## config.mk

```make
export PLATFORM = sky130hd
export DESIGN_NAME = rcpfa_ram
export DESIGN_NICKNAME = d
export VERILOG_FILES = /design/src/sv/rcpfa_ram.sv
export SDC_FILE = /design/constraint.sdc
export NUM_CORES = 2
export LEC_CHECK = 0
export BUFFER_PORTS_ARGS = -buffer_cell sky130_fd_sc_hd__clkbuf_2
export CORE_MARGIN = 2
export CORE_UTILIZATION = 46
export DETAILED_ROUTE_END_ITERATION = 7
export GPL_TIMING_DRIVEN = 0
export PLACE_DENSITY_LB_ADDON = 0.1
export SLEW_MARGIN = 15
export SYNTH_ARGS = -nofsm -noshare
export SYNTH_HDL_FRONTEND = slang
export SYNTH_SLANG_ARGS = --single-unit
```

## constraint.sdc

```tcl
create_clock -name i_clk -period 3.7 [get_ports i_clk]
set_clock_uncertainty 0.15 [all_clocks]
set_input_delay 1.11 -clock i_clk [delete_from_list [all_inputs] [get_ports i_clk]]
set_output_delay 1.11 -clock i_clk [all_outputs]
set_load 0.02 [all_outputs]
```

## src/sv/rcpfa_ram.sv

```systemverilog
// Generic simple dual-port RAM: one write port and one read port with registered read data.
// No dependencies.
`default_nettype none

module rcpfa_ram #(
    parameter int WIDTH = 8,
    parameter int DEPTH = 256
) (
    input  wire logic                     i_clk,
    input  wire logic                     i_we,
    input  wire logic [$clog2(DEPTH)-1:0] i_waddr,
    input  wire logic [WIDTH-1:0]         i_wdata,
    input  wire logic [$clog2(DEPTH)-1:0] i_raddr,
    output logic      [WIDTH-1:0]         o_rdata
);

    logic [WIDTH-1:0] r_mem [DEPTH];

    always_ff @(posedge i_clk) begin
        if (i_we) begin
            r_mem[i_waddr] <= i_wdata;
        end
        o_rdata <= r_mem[i_raddr];
    end

endmodule

`default_nettype wire

```

==> flow_metrics.tcl <==
set metrics [dict create \
    grt_pass1_wl_um 340000 \
    ant_nets 0 \
    holdWs_ns 0.527 \
    layout_common_cells "edfxtp_1 (2048), mux4_2 (454), nor2_1 (258), clkbuf_16 (214), mux2i_1 (134)" \
    power_leakage_nw 28.0 \
    holdBufCountCts 0 \
    critical_path.max_fanout 10 \
    layoutNonFillerInstCount 6484 \
    nets 4027 \
    antenna_found_initial 22 \
    synthFlopType "edfxtp_1" \
    drc 0 \
    criticalPathCategory "in -> reg" \
    avgSynthCellArea_sq_um 21.3 \
    synth_compound_area_frac 0.0342 \
    synth-edff-count 2048 \
    final_util 0.528 \
    detail_route.vias_per_cell 6.32 \
    cts_root_buf "clkbuf_16" \
    stdcell_area_sq_mm 0.0907 \
    finalHoldViolCount 0 \
    dp_hpwl_um 172000 \
    routed_wl_um 252000 \
    tightest_slew_ns 1.25 \
    ys_ff_latch 2056 \
    violations "setup timing" \
    synthXorXnorAreaFrac 0 \
    fill_cells 13400 \
    synth_top_area_share 0.773 \
    synth_top_family_by_area "multiplexers" \
    post-route-period-util 1.04 \
    slowest_delay_ns 0.62 \
    rsz0062_at_grt "yes" \
    clkLatencyLatePin_ns 0.83 \
    ioPinCount 34 \
    cts_sinks 2056 \
    worstPathArrival_ns 4.38 \
    setup_viol 99 \
    first_iter_violations 6286 \
    vias 41000 \
    fp.dieH_um 420 \
    htree_levels 4 \
    synthAdderAreaFrac 0 \
    cp_slowest_cell "clkbuf_1" \
    layout_setup_ws_ns -0.166 \
    core-area_sq_mm 0.172 \
    yosysSeqAreaShare 0.775 \
    synth_cell_type_count 55 \
    synth.top_cells.by_area "edfxtp_1 (77%), mux4_2 (13%), mux2i_1 (1.7%)" \
    drive_gt1_frac 0.255 \
    start_util 0.463 \
    dr.pass1.iters 6 \
    end_kind "register" \
    hold_path_class "in -> reg" \
    die_w_um 420 \
    cts_tree "yes" \
    post_cts_buffers 0 \
    p_total_w 0.0488 \
    async_flop_share 0 \
    io_buffers 26 \
    syn_area_sq_mm 0.0796 \
    drv_slew 0 \
    synth_mux_area_frac 0.146 \
    multi_input_area_sq_mm 0.0170 \
    syn_to_final_growth_pct 14.0 \
    max_freq_ghz 0.259 \
    rows 152 \
    cp-start-kind "input port" \
    crit_required_ns 4.21 \
    placed_cell_area_sq_mm 0.0836 \
    mostFrequentLayoutCell "edfxtp_1" \
    grt_pass1_vias 40100 \
    grt_usage 0.288 \
    wl_per_cell_um 38.9 \
    grt_start_max_net_pins 121 \
    dp.cells 6103 \
    dieArea_sq_mm 0.176 \
    cts_buffers 208 \
    ys_warn_count 0 \
    power_density_mw_per_mm2 538 \
    clock_tree.buffer_depth 3 \
    synth_fp_nets 3759 \
    clkTransAtPathRegs_ns 0.06 \
    slew_headroom 0.163 \
    regArea_sq_mm 0.0617 \
    place_congestion 0.905 \
    yosys.area_share.simple 0.0263 \
    cp_cell_sequence "clkbuf_2 -> buf_2 -> nor2b_1 -> buf_1 -> clkbuf_1 -> a22oi_1 -> a21oi_1 -> nor3_1 -> nor4_4" \
    gr-total-overflow 0 \
    synth_top_area_cell "edfxtp_1" \
    status "complete, but fails checks" \
    postSynthCellCount 3733 \
    irDropWorstVdd_mv 0.477 \
    min_period_ns 3.87 \
    maxCapViolations 0 \
]
==> critical path: cells and delay by family <==
family | cells | cell delay [ns]
and+or+nand+nor | 3 | 0.82
AOI/OAI and AO/OA | 2 | 0.64
buffers and inverters | 4 | 1.78
==> path summary, 6_finish.rpt <==
path / from / depth (start not counted) / end / slack, ns
max: i_raddr[3] / 9 / o_rdata[0]$_DFF_P_ / -0.17
min: i_wdata[7] / 1 / r_mem[239][7]$_DFFE_PP_ / 0.53
max reg2reg: r_mem[211][5]$_DFFE_PP_ / 7 / o_rdata[5]$_DFF_P_ / 0.81
min reg2reg: r_mem[40][3]$_DFFE_PP_ / 6 / o_rdata[3]$_DFF_P_ / 1.00
==> cells in the mapped netlist (all sizes together) (10+ instances only) <==
| cell type | count |
|---|---|
| mux2i | 134 |
| o211ai | 10 |
| o221ai | 47 |
| a211oi | 16 |
| o22ai | 28 |
| o21ai | 12 |
| clkbuf | 111 |
| nor2 | 282 |
| buf | 122 |
| mux4 | 456 |
| nand4 | 10 |
| nand3 | 34 |
| edfxtp | 2048 |
| a21oi | 96 |
| a22oi | 133 |
| a221oi | 14 |
| nand2 | 33 |
| nor4 | 27 |
| nor2b | 31 |
| nor3 | 22 |
==> what timing repair did <==
action | CTS | global route
setup endpoints to repair | 24 | 167
pin swaps | 1 | 2
gates resized for setup | 131 | 46
==> layout make-up <==
| cell class | instances | area share |
|---|---|---|
| clock buffer | 271 | 0.0621 |
| timing repair buffer | 60 | 0.0115 |
| buffer | 231 | 0.0182 |
| tap | 2310 | 0.0319 |
| inverter | 2 | 0.0000828 |
| multi-input combinational | 1442 | 0.188 |
| sequential | 2056 | 0.680 |
| clock inverter | 105 | 0.00840 |
| antenna | 7 | 0.000193 |
==> through the flow <==
stage	worst slack, ns	TNS (ns)
global placement	-3.15	-6541.79
finish	-0.166	-7.72
floorplan	0.502	0
global route	-0.0928	-2.59
detailed placement	-2.22	-719.83
CTS	-0.0382	-0.0692
==> layer usage <==
metal,part of all wire,vias to the layer above,global-route usage
met1,0.40,22300,0.408
met3,0.094,360,0.0650
met5,0.00084,-,0
met2,0.46,2117,0.443
met4,0.038,4,0.0970
li1,-,16300,-
==> report_power, final <==
| part | internal (W) | total [W] | switching, W |
|---|---|---|---|
| logic | 0.000904 | 0.00293 | 0.00203 |
| registers | 0.0257 | 0.0257 | 0.0000364 |
| clock network | 0.0113 | 0.0201 | 0.00879 |
==> kinds of logic (layout without fill, tap and decap cells) <==
kind of cell	after synthesis	count (layout)
buf+inv	235	669
simple gates	466	466
compound gates	385	385
flops	2056	2056
mux	591	591
other cells	0	7
==> registers in the layout (all words and copies together) (netlist names) <==
signal	cells
r_mem	2048
o_rdata	8
Power figures use the tool's default switching activity.
